`src/rrrs_pkg.sv`:
```
// ----------------------------------------------------------------------------
// Round-robin redraw scheduler: shared definitions
// Command codes, the decoded command that travels from the front end to the
// execution engine, and the result record that the engine emits.
// ----------------------------------------------------------------------------
package rrrs_pkg;

  // Default sizes of the widget and channel stores.
  localparam int MAX_WIDGETS_DEF = 24;
  localparam int CHANNELS_DEF    = 16;

  // Entries in the queue between the front end and the execution engine.
  localparam int QUEUE_DEPTH = 2;

  // Command codes as they arrive on the input channel.
  localparam logic [2:0] CMD_SET  = 3'd0;
  localparam logic [2:0] CMD_POLL = 3'd1;
  localparam logic [2:0] CMD_MAP  = 3'd2;
  localparam logic [2:0] CMD_DRAW = 3'd3;
  localparam logic [2:0] CMD_READ = 3'd4;

  // Result kinds.
  localparam logic KIND_REDRAW = 1'b0;
  localparam logic KIND_READ   = 1'b1;

  // Operations that survive decoding and need the execution engine.
  typedef enum logic [2:0] {
    OP_SET,
    OP_POLL,
    OP_MAP,
    OP_DRAW,
    OP_READ
  } op_t;

  typedef struct packed {
    op_t                op;
    logic [4:0]         channel;
    logic [4:0]         widget_index;
    logic signed [31:0] value;
  } cmd_t;

  typedef struct packed {
    logic               kind;
    logic [4:0]         widget;
    logic [4:0]         channel;
    logic signed [31:0] value;
    logic               first_draw;
    logic               last;
  } result_t;

endpackage

```
`src/rrrs_front.sv`:
```
// ----------------------------------------------------------------------------
// Round-robin redraw scheduler: front end
// Accepts requests, drops those that can have no effect and decodes the rest
// into queue entries.
// ----------------------------------------------------------------------------
module rrrs_front #(
  parameter int MAX_WIDGETS = rrrs_pkg::MAX_WIDGETS_DEF,
  parameter int CHANNELS    = rrrs_pkg::CHANNELS_DEF
) (
  input  logic               in_valid,
  output logic               in_stall,
  input  logic [2:0]         in_command,
  input  logic [4:0]         in_channel,
  input  logic [4:0]         in_widget_index,
  input  logic signed [31:0] in_value,
  input  logic               in_display_busy,
  input  logic               q_full,
  output logic               q_push,
  output rrrs_pkg::cmd_t     q_data
);

  logic ch_ok;
  logic wi_ok;
  logic keep;

  assign ch_ok = {1'b0, in_channel} < 6'(CHANNELS);
  assign wi_ok = {1'b0, in_widget_index} < 6'(MAX_WIDGETS);

  always_comb begin
    keep                 = 1'b0;
    q_data.op            = rrrs_pkg::OP_SET;
    q_data.channel       = in_channel;
    q_data.widget_index  = in_widget_index;
    q_data.value         = in_value;
    case (in_command)
      rrrs_pkg::CMD_SET: begin
        q_data.op = rrrs_pkg::OP_SET;
        keep      = ch_ok;
      end
      rrrs_pkg::CMD_POLL: begin
        // A poll while the display is busy does nothing at all.
        q_data.op = rrrs_pkg::OP_POLL;
        keep      = !in_display_busy;
      end
      rrrs_pkg::CMD_MAP: begin
        q_data.op = rrrs_pkg::OP_MAP;
        keep      = wi_ok;
      end
      rrrs_pkg::CMD_DRAW: begin
        q_data.op = rrrs_pkg::OP_DRAW;
        keep      = 1'b1;
      end
      rrrs_pkg::CMD_READ: begin
        q_data.op = rrrs_pkg::OP_READ;
        keep      = 1'b1;
      end
      default: begin
        keep = 1'b0;
      end
    endcase
  end

  assign in_stall = q_full;
  assign q_push   = in_valid && !q_full && keep;

endmodule

```
`src/rrrs_queue.sv`:
```
// ----------------------------------------------------------------------------
// Round-robin redraw scheduler: command queue
// A short first-in first-out queue of decoded commands.
// ----------------------------------------------------------------------------
module rrrs_queue (
  input  logic           clk,
  input  logic           rst_n,
  input  logic           push,
  input  rrrs_pkg::cmd_t push_data,
  output logic           full,
  input  logic           pop,
  output logic           valid,
  output rrrs_pkg::cmd_t head
);

  localparam int DEPTH = rrrs_pkg::QUEUE_DEPTH;
  localparam int PW    = (DEPTH > 1) ? $clog2(DEPTH) : 1;
  localparam int CNTW  = $clog2(DEPTH + 1);

  rrrs_pkg::cmd_t  mem_r [DEPTH];
  logic [PW-1:0]   wr_ptr_r;
  logic [PW-1:0]   rd_ptr_r;
  logic [CNTW-1:0] count_r;
  logic [PW-1:0]   wr_ptr_nxt;
  logic [PW-1:0]   rd_ptr_nxt;
  logic [CNTW-1:0] count_nxt;

  assign full  = count_r == CNTW'(DEPTH);
  assign valid = count_r != '0;
  assign head  = mem_r[rd_ptr_r];

  always_comb begin
    wr_ptr_nxt = wr_ptr_r;
    rd_ptr_nxt = rd_ptr_r;
    count_nxt  = count_r;
    if (push) begin
      wr_ptr_nxt = (wr_ptr_r == PW'(DEPTH - 1)) ? '0 : wr_ptr_r + PW'(1);
    end
    if (pop) begin
      rd_ptr_nxt = (rd_ptr_r == PW'(DEPTH - 1)) ? '0 : rd_ptr_r + PW'(1);
    end
    if (push && !pop) begin
      count_nxt = count_r + CNTW'(1);
    end else if (pop && !push) begin
      count_nxt = count_r - CNTW'(1);
    end
  end

  always_ff @(posedge clk) begin
    if (!rst_n) begin
      wr_ptr_r <= '0;
      rd_ptr_r <= '0;
      count_r  <= '0;
    end else begin
      wr_ptr_r <= wr_ptr_nxt;
      rd_ptr_r <= rd_ptr_nxt;
      count_r  <= count_nxt;
    end
  end

  always_ff @(posedge clk) begin
    if (push) begin
      mem_r[wr_ptr_r] <= push_data;
    end
  end

endmodule

```
`src/rrrs_back.sv`:
```
// ----------------------------------------------------------------------------
// Round-robin redraw scheduler: execution engine
// Holds the channel, map and drawn-value stores, runs the poll scan one
// widget per cycle and the draw-all sweep one widget per cycle while the
// output is not stalled, and drives the output register.
// ----------------------------------------------------------------------------
module rrrs_back #(
  parameter int MAX_WIDGETS = rrrs_pkg::MAX_WIDGETS_DEF,
  parameter int CHANNELS    = rrrs_pkg::CHANNELS_DEF
) (
  input  logic              clk,
  input  logic              rst_n,
  input  logic              cfg_wr_en,
  input  logic [4:0]        cfg_wr_data,
  input  logic              q_valid,
  input  rrrs_pkg::cmd_t    q_head,
  output logic              q_pop,
  output logic              out_valid,
  input  logic              out_stall,
  output rrrs_pkg::result_t out_res
);

  localparam int WIDX = (MAX_WIDGETS > 1) ? $clog2(MAX_WIDGETS) : 1;
  localparam int CIDX = (CHANNELS > 1) ? $clog2(CHANNELS) : 1;
  localparam int CNTW = $clog2(MAX_WIDGETS + 1);

  typedef enum logic [1:0] {
    ST_IDLE,
    ST_POLL,
    ST_DRAW
  } state_t;

  // Stores.
  logic signed [31:0] chan_val_r [CHANNELS];
  logic [4:0]         map_r      [MAX_WIDGETS];
  logic signed [31:0] shown_r    [MAX_WIDGETS];
  logic               drawn_r    [MAX_WIDGETS];
  logic [4:0]         widget_count_r;

  // Sequencer.
  state_t            state_r, state_nxt;
  logic [WIDX-1:0]   cursor_r, cursor_nxt;
  logic [WIDX-1:0]   draw_idx_r, draw_idx_nxt;
  logic [CNTW-1:0]   step_r, step_nxt;
  logic              out_valid_r, out_valid_nxt;
  rrrs_pkg::result_t out_res_r, out_res_nxt;

  logic [5:0]         cnt_ext;
  logic [5:0]         n_ext;
  logic [CNTW-1:0]    n_act;
  logic [WIDX-1:0]    scan_idx;
  logic [CNTW-1:0]    scan_inc;
  logic [WIDX-1:0]    scan_next;
  logic [CNTW-1:0]    draw_inc;
  logic               draw_last;
  logic [WIDX-1:0]    widx;
  logic [4:0]         wmap;
  logic signed [31:0] shown;
  logic               drawn;
  logic [4:0]         rd_ch;
  logic signed [31:0] chan_rd;
  logic               hit;
  logic               slot_free;
  logic               chan_we;
  logic               map_we;
  logic               rec_we;

  // Widgets in use, clipped to the size of the widget store.
  assign cnt_ext = {1'b0, widget_count_r};
  assign n_ext   = (cnt_ext > 6'(MAX_WIDGETS)) ? 6'(MAX_WIDGETS) : cnt_ext;
  assign n_act   = CNTW'(n_ext);

  // A cursor left beyond a shrunken count restarts the scan at widget 0.
  assign scan_idx  = (CNTW'(cursor_r) >= n_act) ? '0 : cursor_r;
  assign scan_inc  = CNTW'(scan_idx) + CNTW'(1);
  assign scan_next = (scan_inc == n_act) ? '0 : WIDX'(scan_inc);
  assign draw_inc  = CNTW'(draw_idx_r) + CNTW'(1);
  assign draw_last = draw_inc == n_act;

  assign widx  = (state_r == ST_DRAW) ? draw_idx_r : scan_idx;
  assign wmap  = map_r[widx];
  assign shown = shown_r[widx];
  assign drawn = drawn_r[widx];

  // One channel read port, shared by read requests and by widget lookups.
  // Channels beyond the store read as zero.
  assign rd_ch   = (state_r == ST_IDLE) ? q_head.channel : wmap;
  assign chan_rd = ({1'b0, rd_ch} < 6'(CHANNELS)) ? chan_val_r[rd_ch[CIDX-1:0]] : '0;

  assign hit       = !drawn || (shown != chan_rd);
  assign slot_free = !out_valid_r || !out_stall;

  always_comb begin
    state_nxt     = state_r;
    cursor_nxt    = cursor_r;
    draw_idx_nxt  = draw_idx_r;
    step_nxt      = step_r;
    out_valid_nxt = out_valid_r && out_stall;
    out_res_nxt   = out_res_r;
    q_pop         = 1'b0;
    chan_we       = 1'b0;
    map_we        = 1'b0;
    rec_we        = 1'b0;
    case (state_r)
      ST_IDLE: begin
        if (q_valid) begin
          case (q_head.op)
            rrrs_pkg::OP_SET: begin
              q_pop   = 1'b1;
              chan_we = 1'b1;
            end
            rrrs_pkg::OP_MAP: begin
              q_pop  = 1'b1;
              map_we = 1'b1;
            end
            rrrs_pkg::OP_READ: begin
              if (slot_free) begin
                q_pop                  = 1'b1;
                out_valid_nxt          = 1'b1;
                out_res_nxt.kind       = rrrs_pkg::KIND_READ;
                out_res_nxt.widget     = '0;
                out_res_nxt.channel    = q_head.channel;
                out_res_nxt.value      = chan_rd;
                out_res_nxt.first_draw = 1'b0;
                out_res_nxt.last       = 1'b1;
              end
            end
            rrrs_pkg::OP_POLL: begin
              q_pop    = 1'b1;
              step_nxt = '0;
              if (n_act != '0) begin
                state_nxt = ST_POLL;
              end
            end
            rrrs_pkg::OP_DRAW: begin
              q_pop        = 1'b1;
              draw_idx_nxt = '0;
              if (n_act != '0) begin
                state_nxt = ST_DRAW;
              end
            end
            default: begin
              q_pop = 1'b1;
            end
          endcase
        end
      end
      ST_POLL: begin
        if (hit) begin
          // The cursor only moves once the request can be emitted.
          if (slot_free) begin
            rec_we                 = 1'b1;
            cursor_nxt             = scan_next;
            state_nxt              = ST_IDLE;
            out_valid_nxt          = 1'b1;
            out_res_nxt.kind       = rrrs_pkg::KIND_REDRAW;
            out_res_nxt.widget     = 5'(scan_idx);
            out_res_nxt.channel    = wmap;
            out_res_nxt.value      = chan_rd;
            out_res_nxt.first_draw = !drawn;
            out_res_nxt.last       = 1'b1;
          end
        end else begin
          cursor_nxt = scan_next;
          step_nxt   = step_r + CNTW'(1);
          if (step_r + CNTW'(1) == n_act) begin
            state_nxt = ST_IDLE;
          end
        end
      end
      ST_DRAW: begin
        if (slot_free) begin
          rec_we                 = 1'b1;
          draw_idx_nxt           = WIDX'(draw_inc);
          out_valid_nxt          = 1'b1;
          out_res_nxt.kind       = rrrs_pkg::KIND_REDRAW;
          out_res_nxt.widget     = 5'(draw_idx_r);
          out_res_nxt.channel    = wmap;
          out_res_nxt.value      = chan_rd;
          out_res_nxt.first_draw = 1'b1;
          out_res_nxt.last       = draw_last;
          if (draw_last) begin
            state_nxt = ST_IDLE;
          end
        end
      end
      default: begin
        state_nxt = ST_IDLE;
      end
    endcase
  end

  always_ff @(posedge clk) begin
    if (!rst_n) begin
      state_r     <= ST_IDLE;
      cursor_r    <= '0;
      draw_idx_r  <= '0;
      step_r      <= '0;
      out_valid_r <= 1'b0;
    end else begin
      state_r     <= state_nxt;
      cursor_r    <= cursor_nxt;
      draw_idx_r  <= draw_idx_nxt;
      step_r      <= step_nxt;
      out_valid_r <= out_valid_nxt;
    end
    out_res_r <= out_res_nxt;
  end

  always_ff @(posedge clk) begin
    if (!rst_n) begin
      widget_count_r <= '0;
      for (int c = 0; c < CHANNELS; c++) begin
        chan_val_r[c] <= '0;
      end
      for (int w = 0; w < MAX_WIDGETS; w++) begin
        map_r[w]   <= '0;
        drawn_r[w] <= 1'b0;
      end
    end else begin
      if (cfg_wr_en) begin
        widget_count_r <= cfg_wr_data;
      end
      if (chan_we) begin
        chan_val_r[q_head.channel[CIDX-1:0]] <= q_head.value;
      end
      if (map_we) begin
        map_r[q_head.widget_index[WIDX-1:0]] <= q_head.channel;
      end
      if (rec_we) begin
        drawn_r[widx] <= 1'b1;
      end
    end
  end

  // Drawn values are only read behind a set drawn flag.
  always_ff @(posedge clk) begin
    if (rec_we) begin
      shown_r[widx] <= chan_rd;
    end
  end

  assign out_valid = out_valid_r;
  assign out_res   = out_res_r;

endmodule

```
`src/round_robin_redraw_scheduler.sv`:
```
// ----------------------------------------------------------------------------
// Round-robin redraw scheduler
// Tracks channel values and widget bindings, and hands out widget redraw
// requests in round-robin order or all at once.
// ----------------------------------------------------------------------------
// Usage. Requests enter on the in_ channel (valid/stall) and carry a command:
// set a channel value, poll for the next widget to redraw, bind a widget to a
// channel, draw all widgets, or read a channel back. Results leave on the out_
// channel (valid/stall); out_last marks the final result of a request. The
// widget count is to be written through cfg_wr_en/cfg_wr_data only while the
// block is idle; the block itself does not enforce this. A request passes the
// front end into a two-entry queue in the cycle it is accepted; the engine
// takes requests from the queue only while idle. Set and bind are done when
// the engine takes them. A read shows its result in the cycle after the engine
// takes it. A poll examines one widget per cycle from the cursor on until it
// finds one to redraw or has examined all N widgets in use; a draw-all emits
// one result per widget in use, one per cycle while the output is not stalled.
// Neither emits anything when N is zero. A busy poll and unused codes never
// reach the engine. After reset (rst_n low, synchronous) all channels,
// bindings, drawn flags, the cursor and the widget count are zero. When the
// receiver stalls, the output register holds its result and the engine waits
// at the next emitting step; the queue keeps accepting until it is full.
// ----------------------------------------------------------------------------
module round_robin_redraw_scheduler #(
  parameter int MAX_WIDGETS = rrrs_pkg::MAX_WIDGETS_DEF,
  parameter int CHANNELS    = rrrs_pkg::CHANNELS_DEF
) (
  input  logic               clk,
  input  logic               rst_n,
  // Configuration: widget count in use.
  input  logic               cfg_wr_en,
  input  logic [4:0]         cfg_wr_data,
  // Request channel.
  input  logic               in_valid,
  output logic               in_stall,
  input  logic [2:0]         in_command,
  input  logic [4:0]         in_channel,
  input  logic [4:0]         in_widget_index,
  input  logic signed [31:0] in_value,
  input  logic               in_display_busy,
  // Result channel.
  output logic               out_valid,
  input  logic               out_stall,
  output logic               out_kind,
  output logic [4:0]         out_widget_out,
  output logic [4:0]         out_channel_out,
  output logic signed [31:0] out_value_out,
  output logic               out_first_draw,
  output logic               out_last
);

  logic              q_full;
  logic              q_push;
  logic              q_pop;
  logic              q_valid;
  rrrs_pkg::cmd_t    q_data;
  rrrs_pkg::cmd_t    q_head;
  rrrs_pkg::result_t res;

  // The front end drops requests that cannot have any effect (a busy poll,
  // a set or bind out of range, unused codes) so they never reach the queue.
  rrrs_front #(
    .MAX_WIDGETS(MAX_WIDGETS),
    .CHANNELS   (CHANNELS)
  ) u_front (
    .in_valid       (in_valid),
    .in_stall       (in_stall),
    .in_command     (in_command),
    .in_channel     (in_channel),
    .in_widget_index(in_widget_index),
    .in_value       (in_value),
    .in_display_busy(in_display_busy),
    .q_full         (q_full),
    .q_push         (q_push),
    .q_data         (q_data)
  );

  // The queue decouples intake from execution so requests keep arriving
  // while a scan or a draw-all sweep is in progress.
  rrrs_queue u_queue (
    .clk      (clk),
    .rst_n    (rst_n),
    .push     (q_push),
    .push_data(q_data),
    .full     (q_full),
    .pop      (q_pop),
    .valid    (q_valid),
    .head     (q_head)
  );

  // The engine executes requests strictly in order, which keeps channel
  // updates and redraw requests consistent with the order of arrival.
  rrrs_back #(
    .MAX_WIDGETS(MAX_WIDGETS),
    .CHANNELS   (CHANNELS)
  ) u_back (
    .clk        (clk),
    .rst_n      (rst_n),
    .cfg_wr_en  (cfg_wr_en),
    .cfg_wr_data(cfg_wr_data),
    .q_valid    (q_valid),
    .q_head     (q_head),
    .q_pop      (q_pop),
    .out_valid  (out_valid),
    .out_stall  (out_stall),
    .out_res    (res)
  );

  assign out_kind        = res.kind;
  assign out_widget_out  = res.widget;
  assign out_channel_out = res.channel;
  assign out_value_out   = res.value;
  assign out_first_draw  = res.first_draw;
  assign out_last        = res.last;

endmodule
```
`config.mk`:
```
export PLATFORM = sky130hd
export DESIGN_NAME = round_robin_redraw_scheduler
export DESIGN_NICKNAME = d
export VERILOG_FILES = /design/src/rrrs_pkg.sv /design/src/rrrs_front.sv /design/src/rrrs_queue.sv /design/src/rrrs_back.sv /design/src/round_robin_redraw_scheduler.sv
export SDC_FILE = /design/constraint.sdc
export NUM_CORES = 2
export LEC_CHECK = 0
export BUFFER_PORTS_ARGS = -buffer_cell sky130_fd_sc_hd__buf_2
export CAP_MARGIN = 20
export CELL_PAD_IN_SITES_DETAIL_PLACEMENT = 1
export CELL_PAD_IN_SITES_GLOBAL_PLACEMENT = 2
export CORE_ASPECT_RATIO = 1.5
export CORE_MARGIN = 2
export CORE_UTILIZATION = 45
export DETAILED_ROUTE_END_ITERATION = 16
export GPL_TIMING_DRIVEN = 0
export PLACE_DENSITY = 0.82
export SLEW_MARGIN = 10
export SYNTH_ARGS = -nofsm -noshare
export SYNTH_HDL_FRONTEND = slang
export SYNTH_HIERARCHICAL = 1
export SYNTH_SLANG_ARGS = --single-unit
```
`constraint.sdc`:
```
create_clock -name clk -period 13 [get_ports clk]
set_input_delay 1.3 -clock clk [delete_from_list [all_inputs] [get_ports clk]]
set_output_delay 1.3 -clock clk [all_outputs]
set_load 0.1 [all_outputs]
```
==> metrics.md <==
| Metric | Value |
|---|---|
| Hold Buf Count CTS | 0 |
| I/O pin count | 103 |
| Row count | between 150 and 200 |
| Yosys top cell area share | ~66% |
| Skew final | between 0.03 and 0.04 ns |
| H-tree depth | 4 |
| Total global-route track usage | 35.7% |
| Die Wd | 330 um |
| Clock Path Buffers | 3 |
| Clock buffer count from CTS | around 160 |
| YS warnings | 6 |
| Placeable Area | 158,000 um2 |
| Worst r2r src | u_back/widget_count_r[3] |
| Leak | 29.3 nW |
| Final std cells w/o fill | 8,098 |
| Period utilization | 96.3% |
| Max FO, Critical Path | 12 |
| Most frequent cells in the layout | edfxtp_1, nand2_1, and2_1 |
| Share of cells above drive strength 1 | 14.1% |
| Fill cells | about 16k |
| Vias in the first global route | 53.9k |
| Critical Setup Path Class | flip-flop to flip-flop |
| Worst R2R Setup Slack | approximately 0.49 ns |
| Seq/Total Area, Yosys | 67.8% |
| Run status | finished, final reports clean |
| R2r worst-path depth | 30 |
| Die Ht | 492 um |
| CP most frequent cell | buf_4 |
| Root buffer cell | clkbuf_16 |
| First-pass GRT wire length | 403 mm |
| TritonCTS clock tree | yes |
| Post-synthesis area per instance | 13.1 um2 |
| Post-CTS setup buffers | 0 |
| Worst Path Arrival | 13.08 ns |
| Initial Util | 45.2% |
| DRT Wirelength | 292 mm |
| CP max stage delay | 1.17 ns |
| Crit path to | u_back/shown_r[2][18] |
| Number of DRC markers in iteration 0 | 5,484 |
| # setup viols final | 0 |
| Synth area leader | edfxtp_1 |
| Largest net degree at the start of global routing | 33 |
| Layout Area Growth over Synthesis | 15.4% |
| Worst Max-Slew Pin Slew | 1.27 ns |
| Fin Setup TNS | 0 ns |
| RSZ-0062 raised after global routing | no |
| DR WL/cell | 36.0 um |
| Max VDD drop | 220 uV |
| Mapped Cells | about 5.5k |
| Fin crit period | 12.51 ns |
| Synth Register Bits | 1,635 |
| CP max stage cell | o311ai_2 |
| Vias per inst | 6.40 |
| Slew margin rel. | between 10% and 20% |
| Async SR Flop Fraction | 0% |
| Post-CTS sizing | 0 |
| CP Launch Point | u_back/widget_count_r[3] |
| Power Density | 221 nW/um2 |
| Worst-path clk slew | 0.06 ns |
| Synthesized cell area | 71,500 um2 |
| Routed Antenna Nets | 0 |
| Clock latency on the worst-skew pair | 0.85 ns |
| Worst Path Required | 13.57 ns |
| Total global routing overflow | 0 |
| Die area | 162,000 um2 |
| Initial antenna violation count | 8 |
| Post-synth EDFFs | approximately 1.6k |
| DRT Pass-1 Iters | 6 |
| Yosys cell types | 92 |
| HPWL Detailed | between 200 and 250 mm |
| CP endpoint kind | flip-flop |
| Ys flop type | edfxtp_1 |
| Worst hold path type | flip-flop to flip-flop |
| Layout net count | 5,949 |
| Crit start category | flip-flop |
| Worst R2R End | u_back/shown_r[2][18] |
| Syn Nets | 5,523 |
| Clock sink count | 1,635 |
| Top area cells in the synthesized netlist | edfxtp_1, and2_1, nand2_1 |
| DRC Markers | 0 |
| Max Fclk | 0.0799 GHz |
| Routed via count | 51.8k |
| Final Max Slew Viols | 0 |
| Commonest non-fill, non-tap cell in the layout | edfxtp_1 |
| PortBufs | 62 |
| Max-Cap Viols | 0 |
| Placed insts | 7,792 |
| Hold Vio Cnt, Final | 0 |
| Final GP Congestion | 0.975 |
| Final core utilization | 52.2% |
[through the flow]
stage,total power [W],hold slack (ns),cell area (um2),setup slack [ns]
final,0.0182,0.453,82500,0.486
after global placement,0.0128,0.431,74400,-8.28
after detailed placement,0.0132,0.436,77200,0.917
after CTS,0.0179,0.454,82400,0.927
after global routing,0.0185,0.467,82500,0.348
after floorplan,0.0102,0.419,71500,2.55
[how the worst min path moves through the flow]
stage	startpoint	to	slack, ns	depth (start not counted)
floorplan	u_back/drawn_r[27]	u_back/drawn_r[27]	0.42	1
global placement	u_back/drawn_r[31]	u_back/drawn_r[31]	0.43	1
detailed placement	u_back/drawn_r[29]	u_back/drawn_r[29]	0.44	1
CTS	u_back/drawn_r[31]	u_back/drawn_r[31]	0.45	1
global route	u_back/drawn_r[31]	u_back/drawn_r[31]	0.47	1
finish	u_back/drawn_r[23]	u_back/drawn_r[23]	0.45	2
[synthesized netlist by cell type (60+ instances only)]
cell and count:
nand3_1 151, nand2_1 844, clkbuf_1 259, edfxtp_1 1575, and3_1 108, mux2i_1 294, dfxtp_1 60, buf_2 80
nor2_1 92, o21ai_0 93, a311oi_1 87, a21oi_1 143, nor3_1 169, a22oi_1 72, and2_1 538, o22ai_1 75
mux2_2 73, buf_4 65
[layout make-up]
cell class	count	area, um2	area share, %
Clock inverter	95	1050	1.28
Antenna cell	7	17.5	0.0212
Tap cell	2081	2600	3.16
Sequential cell	1635	48500	58.8
Timing Repair Buffer	265	2620	3.17
Inverter	49	184	0.223
Multi-Input combinational cell	3312	21100	25.6
Clock buffer	196	4190	5.08
Buffer	458	2200	2.67
[flip-flops by register name, summed over array words and instances (netlist names), named ones only]
register               count
u_queue/rd_ptr_r           1
u_back/chan_val_r        512
u_back/map_r             160
u_back/state_r             2
u_queue/count_r            2
u_back/draw_idx_r          5
u_back/shown_r           768
u_queue/wr_ptr_r           1
u_back/cursor_r            5
u_back/out_valid           1
u_back/widget_count_r      5
u_back/step_r              5
u_queue/mem_r             90
u_back/drawn_r            32
u_back/out_res            45
[where the power goes]
part | switching (W) | internal (W)
combinational | 0.00512 | 0.00150
sequential | 0.0000791 | 0.00674
clock | 0.00212 | 0.00264
total | 0.00732 | 0.0109
[worst max-delay path, delay by kind of cell, from the launching register on]
family / cells / cell delay [ns]
flops: 1 / 0.30
fa+ha+maj: 1 / 0.26
mux: 1 / 0.15
compound gates: 6 / 3.67
simple gates: 9 / 3.39
buf+inv: 12 / 3.81
xor+xnor: 1 / 0.58
[logic make-up after synthesis]
family,count (synthesis),share of synthesized area (%)
flops,1635,67.8
xor+xnor,36,0.441
buf+inv,507,3.33
mux,377,5.58
compound gates,803,8.07
fa+ha+maj,13,0.227
simple gates,2083,14.5
[routing by layer]
layer / vias to the layer above / global-route usage (%) / wire (um)
li1: 21256 / - / -
met1: 26424 / 38.0 / 95800
met2: 3012 / 60.6 / 144000
met3: 1151 / 7.17 / 23100
met4: 2 / 29.7 / 28900
met5: - / 0 / 13
No activity file was read; power rests on OpenSTA's default activity.
